--- src/rtl/core/fpa_pkg.sv ---
// Package for the fixed-point ALU: operation codes, widths and the shared pipeline word type.
`timescale 1ns / 1ps
package fpa_pkg;

    localparam int unsigned DATA_W        = 32;
    localparam int unsigned DEF_FRAC_BITS = 8;
    localparam int unsigned NUM_W         = 48;  // |A| * 2^16 fits
    localparam int unsigned OP_W          = 4;

    typedef enum logic [OP_W-1:0] {
        OP_ADD  = 4'd0,
        OP_SUB  = 4'd1,
        OP_MUL  = 4'd2,
        OP_DIV  = 4'd3,
        OP_GT   = 4'd4,
        OP_LT   = 4'd5,
        OP_GE   = 4'd6,
        OP_LE   = 4'd7,
        OP_EQ   = 4'd8,
        OP_NE   = 4'd9,
        OP_INC  = 4'd10,
        OP_DEC  = 4'd11,
        OP_FINT = 4'd12,
        OP_TINT = 4'd13
    } t_op;

    // One word traveling down the cell chain.
    typedef struct packed {
        logic              vld;
        logic              is_div;
        logic              neg;     // quotient sign
        logic              dz;
        logic              cmp;
        logic [DATA_W-1:0] res;     // result for non-divide words
        logic [NUM_W-1:0]  rem;     // partial remainder
        logic [NUM_W-1:0]  num;     // dividend bits still to shift in, msb first
        logic [DATA_W-1:0] den;     // |B|
        logic [NUM_W-1:0]  quo;
    } t_word;

endpackage

--- src/rtl/core/fpa_cell.sv ---
// Divider cell: one restoring-division step per cell, word handed on each cycle.
`timescale 1ns / 1ps
module fpa_cell
    import fpa_pkg::*;
(
    input  logic  i_clk,
    input  logic  i_rst_n,
    input  t_word i_word,
    output t_word o_word
);

    t_word               r_word;
    t_word               n_word;
    logic [NUM_W-1:0]    w_trial;
    logic [NUM_W:0]      w_diff;

    // One quotient bit
    always_comb begin
        n_word   = i_word;
        w_trial  = {i_word.rem[NUM_W-2:0], i_word.num[NUM_W-1]};
        w_diff   = {1'b0, w_trial} - {{(NUM_W+1-DATA_W){1'b0}}, i_word.den};
        n_word.num = {i_word.num[NUM_W-2:0], 1'b0};
        if (i_word.is_div) begin
            n_word.rem = w_diff[NUM_W] ? w_trial : w_diff[NUM_W-1:0];
            n_word.quo = {i_word.quo[NUM_W-2:0], ~w_diff[NUM_W]};
        end
    end

    always_ff @(posedge i_clk) begin
        if (!i_rst_n) begin
            r_word.vld <= 1'b0;
        end else begin
            r_word.vld <= n_word.vld;
        end
        {r_word.is_div, r_word.neg, r_word.dz, r_word.cmp, r_word.res,
         r_word.rem, r_word.num, r_word.den, r_word.quo} <=
        {n_word.is_div, n_word.neg, n_word.dz, n_word.cmp, n_word.res,
         n_word.rem, n_word.num, n_word.den, n_word.quo};
    end

    assign o_word = r_word;

endmodule

--- config.mk ---
export PLATFORM = sky130hd
export DESIGN_NAME = fpa_cell
export DESIGN_NICKNAME = d
export VERILOG_FILES = /design/src/rtl/core/fpa_pkg.sv /design/src/rtl/core/fpa_cell.sv
export SDC_FILE = /design/constraint.sdc
export NUM_CORES = 1
export LEC_CHECK = 0
export BUFFER_PORTS_ARGS = -buffer_cell sky130_fd_sc_hd__buf_2
export CAP_MARGIN = 25
export CORE_AREA = 2 2 167 169
export CTS_BUF_LIST = sky130_fd_sc_hd__clkbuf_4 sky130_fd_sc_hd__clkbuf_8 sky130_fd_sc_hd__clkbuf_16
export CTS_CLUSTER_SIZE = 14
export DETAILED_ROUTE_END_ITERATION = 8
export DIE_AREA = 0 0 169 171
export SLEW_MARGIN = 20
export SYNTH_ARGS = -nofsm -noshare
export SYNTH_HDL_FRONTEND = slang
export SYNTH_SLANG_ARGS = --single-unit
--- constraint.sdc ---
create_clock -name i_clk -period 4.1 [get_ports i_clk]
set_input_delay 0.41 -clock i_clk [delete_from_list [all_inputs] [get_ports i_clk]]
set_output_delay 0.41 -clock i_clk [all_outputs]
set_load 0.03 [all_outputs]
# == Word-level counts from Yosys, hierarchy flattened ==
# Cells that the tools add are included.
# totals
output_inout_bits,213
romBits,0
ramBits,0
n_memories,0
latchBits,0
ff_bits,212
# classes
eq_ne,0
n_shift,0
reduce_logical,0
add_sub_neg,1
bitwise_logic,1
n_mux,3
mul,0
n_lt_le_gt_ge,0
div,0
# ops
cell,n
$mux W48,3
$sub A48 B32 Y49,1
$not A1 Y1,1

# == Depth between registers and ports, before layout ==
# logic_depth
word_depth,3
depth_mapped,14
mapped_depth_nobuf,12

# == Worst setup path before layout ==
# OpenSTA, ideal clock, no wires.
# synth_path
path_kind,input to register
start,input i_word[127] (netlist bit)
end,"register r_word, in the netlist o_word[162]"
arrival_ns,3.267
setup_ns,0.136
n_path_buf,0
required_ns,3.964
cell_stages,12
path_slack_ns,0.697
path_cell_list,inv_1 -> ha_1 -> fa_1 -> nand2b_1 -> a21oi_1 -> a41oi_1 -> o31ai_2 -> a221oi_1 -> o31a_1 -> nor4_2 -> or2_2 -> a31oi_1
# synth_lines
element,line,rtl
start: declaration,fpa_cell.sv:8,"input t_word i_word,"
end: declaration,fpa_cell.sv:12,t_word r_word;

==> flow_summary_export.csv <==
group,metric,value,unit
floorplanning,std_cell_rows,61,
yosys,yosysMostFrequentCell,"dfxtp_1",
timing,layout_min_cycle_time,3.78,ns
placed_design,place_ws,0.217,ns
yosys,synth_top_family_by_area,"compound AO/OA/AOI/OAI gates",
global_route,grt_usage,17.4,%
yosys,synth_ff_type,"dfxtp_1",
detailed_routing,m1WireLength,11000,microns
timing,finalSetupTns,0,ns
placed_design,dp.final_hpwl,20300,microns
setup_path,end_kind,"flip-flop",
pwr,switching_power,1.62,mW
global_route,grt_pass1_vias,7314,
yosys,synth_fa_ha_area_share,5.31,%
min_path,hp-class,"in -> reg",
floorplanning,start_util,29.0,%
clocking,htreeDepth,1,
setup_path,cp_data_arrival_time,4.23,ns
clocking,cts_buffers,24,
pwr,p_leak,5.76,nW
detailed_routing,wl,27300,microns
yosys,synth.distinct_cells,60,
clocking,postCtsSetupRepairBufs,0,
timing,worst_pin_slew,0.821,ns
yosys,synth_area_leader_cell,"dfxtp_1",
yosys,synthTopCellsByCount,"212 x dfxtp_1, 73 x a21oi_1, 59 x nor2_1, 47 x mux2_2, 38 x inv_1",
cells_and_area,fill_cells,2689,
yosys,synth_nets,1005,
cells_and_area,largest_reg_flops,212,
floorplanning,die_width,169,microns
yosys,synthMuxAreaShare,9.84,%
clocking,cts_num_sinks,212,
yosys,synth.area.top_cells,"dfxtp_1 54%, mux2_2 6.7%, ha_1 5.1%, a21oi_1 4.6%, mux2i_1 3.2%",
global_route,antenna_found_initial,4,
yosys,netlist_area,7920,sq um
pwr,p_int,3.89,mW
yosys,synth-compound-area-share,13.2,%
clocking,clk_pin_slew_worst_paths,0.06,ns
cells_and_area,drive_above_1_share,41.3,%
timing,finalWorstSetupSlack,0.316,ns
timing,period_share,92.3,%
timing,hold_viol_final,0,
detailed_routing,dr_wl_met3,1780,microns
detailed_routing,drt-initial-drc-count,264,
floorplanning,coreArea,27300,sq um
yosys,ys_ff_latch,212,
yosys,synth_xor_area_share,3.32,%
yosys,synth_edf_count,0,
detailed_routing,routed_via_density,4.49,
timing,whs,0.0379,ns
yosys,syn_area_per_cell,10.5,sq um
timing,rsz0062_at_grt,"no",
global_route,grt_remaining_overflow,0,
timing,setup_viol,0,
detailed_routing,ant_nets,0,
pwr,seqPwrFrac,40.9,%
pwr,combPwrFrac,21.7,%
clocking,cts_buffer_depth,3,
run_status,status,"completed",
pwr,powerDensity,449,nW/um^2
clocking,cts_tree,"yes",
placed_design,portBuffers,426,
setup_path,worstPathRequired,4.54,ns
job,max_cap_violations,0,
setup_path,startpoint_type,"primary input",
yosys,yosysWarnings,0,
yosys,async_flop_share,0,%
clocking,cts_root_buf,"clkbuf_16",
yosys,synth_top_area_share,53.6,%
detailed_routing,avgRoutedWirePerCell,16.5,microns
pwr,clock_power_share,37.4,%
detailed_routing,met2_length,13800,microns
floorplanning,ios,428,
min_path,holdPathStages,1,
global_route,grt_max_degree,77,
yosys,syn_inst,757,
detailed_routing,dr.pass1.iters,4,
cells_and_area,syn_to_final_growth,55.1,%
floorplanning,die_y,171,microns
timing,relSlewSlack,45.3,%
pwr,power.ir.vdd_worst,0.336,mV
detailed_routing,vias,7432,
setup_path,path_class,"in -> reg",
floorplanning,design.die.area,28900,sq um
detailed_routing,dr.max_layer_used,"met5",
timing,slew_violations,0,
pwr,p_sw_share,29.4,%
timing,fmax,264,MHz
yosys,synth-seq-area-share,53.6,%
cells_and_area,utilization,45.0,%
pwr,p_total,5.52,mW
cells_and_area,num-nets-final,1542,
detailed_routing,route.detailed.drc,0,
setup_path,path_max_fanout,14,
yosys,synth-simple-area-share,10.6,%
global_route,grt_pass1_wl,39900,microns
placed_design,gp_congestion,0.823,
critical path, cell delays in order:
cell and delay, ns:
dlygate4sd3_1 0.55, buf_2 0.13, ha_1 0.26, fa_1 0.41, nand2b_1 0.16, a21oi_1 0.26, a41oi_2 0.23, o31ai_2 0.37
o21ai_1 0.20, o21a_1 0.24, a21o_1 0.32, or4_1 0.51, a31oi_1 0.18
power groups by stage:
stage               combinational (mW)  sequential (mW)  clock, mW
floorplan                        0.386             2.63          0
global placement                  1.10             2.30          0
detailed placement                1.11             2.30          0
CTS                               1.20             2.26       2.14
global route                      1.29             2.27       2.20
finish                            1.20             2.26       2.06
logic make-up (layout without fill, tap and decap cells):
| logic type | count (synthesis) | count (layout) |
|---|---|---|
| AO/OA/AOI/OAI | 171 | 171 |
| XOR/XNOR | 30 | 30 |
| adder cells (fa/ha/maj) | 33 | 33 |
| buffers and inverters | 75 | 627 |
| flip-flops | 212 | 212 |
| multiplexers | 72 | 72 |
| other | 1 | 3 |
| AND/OR/NAND/NOR | 163 | 163 |
path summary, 6_finish.rpt:
path	start	endpoint	slack (ns)
worst max-delay path	i_word[48]	o_word[175]	0.32
worst min-delay path	i_word[105]	o_word[106]	0.04
per-layer routing:
layer,GRT usage [%],up-vias
li1,-,3739
met3,3.75,43
met5,0,-
met4,5.13,2
met1,20.8,3397
met2,31.5,251
placed cells by master (no fill, tap or decap), types with 3 or more instances in the layout:
cell and count:
a21o_1 10, a21oi_1 73, a31oi_1 22, buf_2 425
buf_4 10, clkbuf_16 24, clkbuf_4 4, clkbuf_8 3
clkinv_2 6, dfxtp_1 212, dlygate4sd3_1 112, ha_1 32
inv_1 38, mux2_2 47, mux2i_1 25, nand2_1 32
nand2b_1 4, nand3_1 5, nand4_1 10, nor2_1 59
nor2b_1 5, nor3_1 6, o211ai_1 5, o21a_1 5
o21ai_0 20, o21ai_1 3, o21bai_1 3, o31ai_1 15
or2_2 4, or3_1 9, or4_1 11, xnor2_1 15
xor2_1 15
per-stage QoR:
stage               cells  instance area, sq um
floorplan             757                  7920
global placement     1502                 10400
detailed placement   1502                 10400
CTS                  1655                 12300
global route         1657                 12300
finish               1657                 12300
area by class of cell:
class                      instances  area [sq um]  area share, %
clock inverter                    10          92.6          0.753
timing repair buffer             548          3340           27.2
clock buffer                      31           672           5.47
inverter                          38           143           1.16
sequential                       212          4240           34.5
tap                              346           433           3.52
antenna                            2          5.00         0.0407
multi-input combinational        470          3360           27.3
timing repair:
item | 4_1_cts | 5_1_grt
endpoints found under the setup margin | 0 | 10
hold buffers | 112 | 0
gates resized for setup | 0 | 1
endpoints found under the hold margin | 112 | 0
Note: power is estimated with default switching activity, not from simulation.
