===== src/rtl/core/fpa_pkg.sv =====
// Package for the fixed-point ALU: operation codes, widths and the shared pipeline word type.
`timescale 1ns / 1ps
package fpa_pkg;

    localparam int unsigned DATA_W        = 32;
    localparam int unsigned DEF_FRAC_BITS = 8;
    localparam int unsigned NUM_W         = 48;  // |A| * 2^16 fits
    localparam int unsigned OP_W          = 4;

    typedef enum logic [OP_W-1:0] {
        OP_ADD  = 4'd0,
        OP_SUB  = 4'd1,
        OP_MUL  = 4'd2,
        OP_DIV  = 4'd3,
        OP_GT   = 4'd4,
        OP_LT   = 4'd5,
        OP_GE   = 4'd6,
        OP_LE   = 4'd7,
        OP_EQ   = 4'd8,
        OP_NE   = 4'd9,
        OP_INC  = 4'd10,
        OP_DEC  = 4'd11,
        OP_FINT = 4'd12,
        OP_TINT = 4'd13
    } t_op;

    // One word traveling down the cell chain.
    typedef struct packed {
        logic              vld;
        logic              is_div;
        logic              neg;     // quotient sign
        logic              dz;
        logic              cmp;
        logic [DATA_W-1:0] res;     // result for non-divide words
        logic [NUM_W-1:0]  rem;     // partial remainder
        logic [NUM_W-1:0]  num;     // dividend bits still to shift in, msb first
        logic [DATA_W-1:0] den;     // |B|
        logic [NUM_W-1:0]  quo;
    } t_word;

endpackage


===== src/rtl/core/fpa_front.sv =====
// Front stage: decodes the operation, computes every non-divide result and prepares the divide.
`timescale 1ns / 1ps
module fpa_front
    import fpa_pkg::*;
#(
    parameter int unsigned FRAC_BITS = DEF_FRAC_BITS
) (
    input  logic              i_clk,
    input  logic              i_rst_n,
    input  logic              i_vld,
    input  logic [OP_W-1:0]   i_op,
    input  logic [DATA_W-1:0] i_a,
    input  logic [DATA_W-1:0] i_b,
    output t_word             o_word
);

    t_word r_word;
    t_word n_word;

    logic signed [2*DATA_W-1:0] w_prod;
    logic signed [2*DATA_W-1:0] w_prod_adj;
    logic signed [DATA_W-1:0]   w_sa;
    logic signed [DATA_W-1:0]   w_sb;
    logic [DATA_W-1:0]          w_abs_a;
    logic [DATA_W-1:0]          w_abs_b;

    assign w_sa    = i_a;
    assign w_sb    = i_b;
    assign w_abs_a = w_sa[DATA_W-1] ? (~i_a + 1'b1) : i_a;
    assign w_abs_b = w_sb[DATA_W-1] ? (~i_b + 1'b1) : i_b;

    // Product truncated toward zero: bias negatives before the shift.
    assign w_prod     = w_sa * w_sb;
    assign w_prod_adj = w_prod + (w_prod[2*DATA_W-1]
                        ? {{(2*DATA_W-FRAC_BITS){1'b0}}, {FRAC_BITS{1'b1}}}
                        : '0);

    // Decode
    always_comb begin
        n_word        = '0;
        n_word.vld    = i_vld;
        n_word.den    = w_abs_b;
        n_word.num    = {{(NUM_W-DATA_W){1'b0}}, w_abs_a} << FRAC_BITS;
        n_word.neg    = w_sa[DATA_W-1] ^ w_sb[DATA_W-1];
        unique case (i_op)
            OP_ADD:  n_word.res = i_a + i_b;
            OP_SUB:  n_word.res = i_a - i_b;
            OP_MUL:  n_word.res = w_prod_adj[FRAC_BITS +: DATA_W];
            OP_DIV: begin
                n_word.is_div = (i_b != '0);
                n_word.dz     = (i_b == '0);
            end
            OP_GT:   n_word.cmp = (w_sa >  w_sb);
            OP_LT:   n_word.cmp = (w_sa <  w_sb);
            OP_GE:   n_word.cmp = (w_sa >= w_sb);
            OP_LE:   n_word.cmp = (w_sa <= w_sb);
            OP_EQ:   n_word.cmp = (i_a == i_b);
            OP_NE:   n_word.cmp = (i_a != i_b);
            OP_INC:  n_word.res = i_a + 1'b1;
            OP_DEC:  n_word.res = i_a - 1'b1;
            OP_FINT: n_word.res = i_a << FRAC_BITS;
            OP_TINT: n_word.res = DATA_W'(w_sa >>> FRAC_BITS);
            default: n_word.res = '0;
        endcase
    end

    always_ff @(posedge i_clk) begin
        if (!i_rst_n) begin
            r_word.vld <= 1'b0;
        end else begin
            r_word.vld <= n_word.vld;
        end
        {r_word.is_div, r_word.neg, r_word.dz, r_word.cmp, r_word.res,
         r_word.rem, r_word.num, r_word.den, r_word.quo} <=
        {n_word.is_div, n_word.neg, n_word.dz, n_word.cmp, n_word.res,
         n_word.rem, n_word.num, n_word.den, n_word.quo};
    end

    assign o_word = r_word;

endmodule


===== config.mk =====
export PLATFORM = sky130hd
export DESIGN_NAME = fpa_front
export DESIGN_NICKNAME = d
export VERILOG_FILES = /design/src/rtl/core/fpa_pkg.sv /design/src/rtl/core/fpa_front.sv
export SDC_FILE = /design/constraint.sdc
export NUM_CORES = 2
export LEC_CHECK = 0
export ABC_AREA = 1
export ABC_CLOCK_PERIOD_IN_PS = 8950
export BUFFER_PORTS_ARGS = -buffer_cell sky130_fd_sc_hd__buf_2
export CAP_MARGIN = 20
export CORE_UTILIZATION = 59
export CTS_BUF_LIST = sky130_fd_sc_hd__clkbuf_8
export CTS_CLUSTER_SIZE = 40
export DETAILED_ROUTE_END_ITERATION = 10
export GPL_TIMING_DRIVEN = 1
export MAX_ROUTING_LAYER = met4
export PLACE_DENSITY = 0.8
export SLEW_MARGIN = 20
export SYNTH_ARGS = -nofsm -noshare
export SYNTH_HDL_FRONTEND = slang
export SYNTH_SLANG_ARGS = --single-unit

===== constraint.sdc =====
create_clock -name i_clk -period 8.95 [get_ports i_clk]
set_input_delay 1.3425 -clock i_clk [delete_from_list [all_inputs] [get_ports i_clk]]
set_output_delay 1.3425 -clock i_clk [all_outputs]
set_load 0.02 [all_outputs]

---- After elaboration in Yosys (flattened, before gate mapping) ----
Index checks and enable logic that the tools add are counted.
cells by class
  add/subtract/negate cells ............... 7
  multiply operators ...................... 1
  $lt $le $gt $ge ......................... 4
  equality and inequality tests ........... 15
  muxes and demuxes ....................... 5
  bitwise logic cells ..................... 3
  reductions and logical operators ........ 3
operators by type and width
  kind                                                 number
  one-hot mux 32 bit (7 select lines)                  1
  adder 32 x 1 -> 32 bit (second input constant)       3
  multiplier 32 x 32 -> 64 bit                         1
  NOT 32 bit                                           2
  two-way mux 31 bit                                   2
  adder 40 x 8 -> 40 bit                               1
  adder 32 bit                                         1
  == test 32 bit                                       1
  greater-or-equal comparator 32 bit                   1
  greater-than comparator 32 bit                       1
  less-or-equal comparator 32 bit                      1
  logical NOT 32 bit                                   1
  < comparator 32 bit                                  1
  inequality test 32 bit                               1
  nonzero test 32 bit                                  1
  subtractor 32 x 1 -> 32 bit (second input constant)  1
  subtractor 32 bit                                    1
  == test 4 bit (second input constant)                6
  == test 4 x 3 -> 1 bit (second input constant)       4
  == test 4 x 2 -> 1 bit (second input constant)       2
  two-way mux 8 bit                                    1
  one-hot mux 1 bit (6 select lines)                   1
  == test 4 x 1 -> 1 bit (second input constant)       1
  logical NOT 4 bit                                    1
  XOR 1 bit                                            1
word-level totals
  register bits after elaboration ......... 101
  input bits .............................. 71
  output and inout port bits .............. 213
  word-level logic and storage cells ...... 48

---- Longest topological paths before layout ----
  depth after elaboration ................. 4
  depth in mapped cells ................... 46
  mapped depth without buffers ............ 43

---- Worst setup path before layout ----
Ideal clock, no wire load.
  kind .................................... input -> register
  start point ............................. in i_a[31]
  end point ............................... reg r_word (netlist bit o_word[194])
  setup time .............................. 0.119 ns
  data arrival time ....................... 9.236 ns
  data required time ...................... 8.831 ns
  slack ................................... -0.405 ns
  stages .................................. 39
  cells stage by stage .................... clkbuf_1 -> buf_1 -> nand2_1 -> inv_1 -> fa_1 -> inv_1 -> fa_1 -> inv_1 -> fa_1 -> fa_1 -> inv_1 -> fa_1 -> inv_1 -> fa_1 -> inv_1 -> fa_1 -> inv_1 -> fa_1 -> (+3 left out) -> nand4_1 -> nor2_1 -> inv_1 -> nor2_1 -> a21oi_1 -> nand2_1 -> nand2_4 -> ha_1 -> nand2_1 -> inv_1 -> nand3_2 -> nand3_4 -> nand3_4 -> nor2_2 -> nand2_1 -> xor2_1 -> nand2_1 -> nand2_1
RTL lines
  item             line             text
  start, declared  fpa_front.sv:12  input logic [DATA_W-1:0] i_a,
  end, declared    fpa_front.sv:17  t_word r_word;

==> results.md <==
- Status: finished, final reports clean
- Synth async-reset ratio: 0%
- Startpoint types: input port
- Arr. time, crit path: 9.22 ns
- Die ar.: 81500 sq um
- Worst path slowest cell: fa_2
- Prevailing post-synth register cell: dfxtp_1
- Global route total overflow: 0
- Final min period: 8.95 ns
- Clock sink count: 101
- Syn avg cell area: approximately 7.7 sq um
- Pre-CTS setup slack: -0.801 ns
- Iter 0 DRT Violations: 3810
- Hold buffer count at CTS: 0
- Final Setup Violations: 0
- Synth warn: 0
- Endpoints failing hold: 0
- WS Path Type: in2reg
- Die Span X: 286 um
- Mux share of post-synthesis cell area: 0%
- Sequential element share of the synthesized area: 4.26%
- Clk buf depth: 2
- Post-Syn Area: 47400 sq um
- Die H: 286 um
- Xor/xnor share of the synthesized area: under 10%
- Initial core utilization: 59.8%
- Post-synth EDFFs: 0
- Area growth syn-to-layout: 14.6%
- First-pass GRT wire length: 254 mm
- Leading cell type in the layout, fill and taps excluded: inv_1
- Setup WS post-layout: 0.00100 ns
- Reg clk slew, reported paths: around 0.12 ns
- Critical Path End Type: register
- Flops & latches, synth: 101
- CP Capture Point: o_word[179]$_DFF_P_
- CTS HTree Levels: 3
- # rows: 103
- Synth top area share: 45.8%
- Crit. Startpoint: i_a[31]
- Vias after detailed routing: 42000
- Largest family of logic cells by synthesized area: adder cells
- Fin. max-slew vios: 0
- Most frequent cells in the layout: inv_1, nand2_1, fa_1
- Residual DRC: 0
- Finished Cell Area: roughly 54000 sq um
- Fmax: 112 MHz
- Hold path startpoint: i_vld
- RSZ-0062 raised after global routing: yes
- Data required, critical path: 9.22 ns
- I/O pin count: 284
- Post-DP HPWL: between 100 and 150 mm
- Relative slew slack: 29.1%
- DP Cell Count: 7694
- Routability congestion estimate: 1.11
- Final Cycle Share: 100%
- Initial antenna violation count: 11
- Drt pass-1 iters: 5
- Layout cells sized above 1: 14.7%
- Max FO, Critical Path: 6
- Number of port buffers: between 150 and 200
- GRT Total Usage: ~43%
- Max reg flops: ~100
- Avg Vias per Cell: around 5.4
- Post-Layout Cell Count: 7751
- Largest net degree at the start of global routing: 37
- Post-Synth Simple-Gate Area: between 10% and 20%
- Vias in the first global route: 44600
- Worst slew pin tran: 1.06 ns
- Filler Cells Inserted: 6515
- Synth top area cells: fa_1, inv_1, nand2_1, ha_1, dfxtp_1
- Nets: 8121
- Fin Hold WS: roughly 1.1 ns
- Final antenna-violating net count: 0
- Synth cell types: 62
- Wirelength per Cell: 21.3 um
- Final wirelength: 165 mm
- Synth Area in Adders: ~53%
- TritonCTS clock tree: yes
- Maxcap violations: 0
- Placed cell areas: about 53000 sq um
- Cell taking the most area after synthesis: fa_1
- CORE AREA: 79300 sq um
- Inserted Clock Buffers: 9
- Mapped Cells: 6158
- Worst path max stage delay: between 0.6 and 0.7 ns
- Hold WC Path Type: in2reg
- Root Buffer: clkbuf_8
- Compound-Gate Fraction of Synth Area: 4.93%
==> timing repair <==
action / CTS / global route
resized for setup: 49 / 83
gates cloned: 0 / 1
endpoints found under the setup margin: 32 / 32
pin swaps: 42 / 67
buffers inserted: 12 / 17
==> cell usage after synthesis, types with 7 or more instances <==
cell / number
a21o_1: 11
or2_2: 18
o221ai_1: 10
buf_1: 27
a31oi_1: 21
inv_1: 1769
nor2_2: 12
buf_4: 112
clkbuf_1: 237
nand4_1: 38
a21oi_1: 167
fa_1: 1084
nand2_1: 1467
nor2_1: 240
dfxtp_1: 101
nor3_1: 35
nand3_1: 126
o21bai_1: 14
xor2_1: 81
o22ai_1: 13
nand2_2: 11
o21ai_0: 123
o211ai_1: 10
ha_1: 283
nand3b_1: 9
o21ai_1: 8
nor2_4: 7
nor4_1: 10
xnor2_1: 15
inv_2: 13
nand3_2: 9
==> per-layer routing <==
metal	up-vias	track usage [%]	wire, um	share of wire (%)
met4	0	28.4	13600	8.3
li1	18400	-	-	-
met3	725	5.87	13600	8.2
met2	2200	69.1	78700	48
met1	20700	50.4	58900	36
met5	-	-	0	0
==> through the flow <==
stage	util, %	setup TNS [ns]
3_5_place_dp	67.4	-22.71
2_1_floorplan	-	-0.111
5_1_grt	68.6	-5.44
3_3_place_gp	67.4	-19.34
6_report	68.6	0
4_1_cts	67.9	0
==> final cells by class <==
cell class / count / area (sq um) / area share (%)
Timing Repair Buffer: 784 / 6450 / 11.9
Tap cell: 1050 / 1310 / 2.42
Clock inverter: 7 / 83.8 / 0.154
Clock buffer: 9 / 124 / 0.228
Antenna cell: 13 / 32.5 / 0.0598
Sequential cell: 101 / 2020 / 3.72
Inverter: 1790 / 6740 / 12.4
Multi-Input combinational cell: 3997 / 37600 / 69.2
==> worst min-delay path by stage <==
stage,to,cells after the start
6_report,o_word[212]$_SDFF_PN0_,3
5_1_grt,o_word[212]$_SDFF_PN0_,3
4_1_cts,o_word[212]$_SDFF_PN0_,3
3_5_place_dp,o_word[212]$_SDFF_PN0_,3
3_3_place_gp,o_word[212]$_SDFF_PN0_,3
2_1_floorplan,o_word[48]$_DFF_P_,0
==> worst max-delay path: cells and delay by family <==
family | cells | cell delay [ns]
AOI/OAI and AO/OA | 3 | 0.42
buffers and inverters | 14 | 1.29
and+or+nand+nor | 14 | 1.36
adders and majority gates | 10 | 4.77
==> logic make-up (layout without fill, tap and decap cells) <==
| kind of cell | Yosys count | after routing |
|---|---|---|
| buf+inv | 2171 | 2590 |
| simple gates | 2006 | 2006 |
| fa+ha+maj | 1367 | 1367 |
| compound gates | 412 | 412 |
| flops | 101 | 101 |
| xor+xnor | 100 | 100 |
| other cells | 1 | 125 |
Power is left out: the tool's default activity adds up to more than one toggle a clock period on the data nets, which glitch-free logic cannot reach.
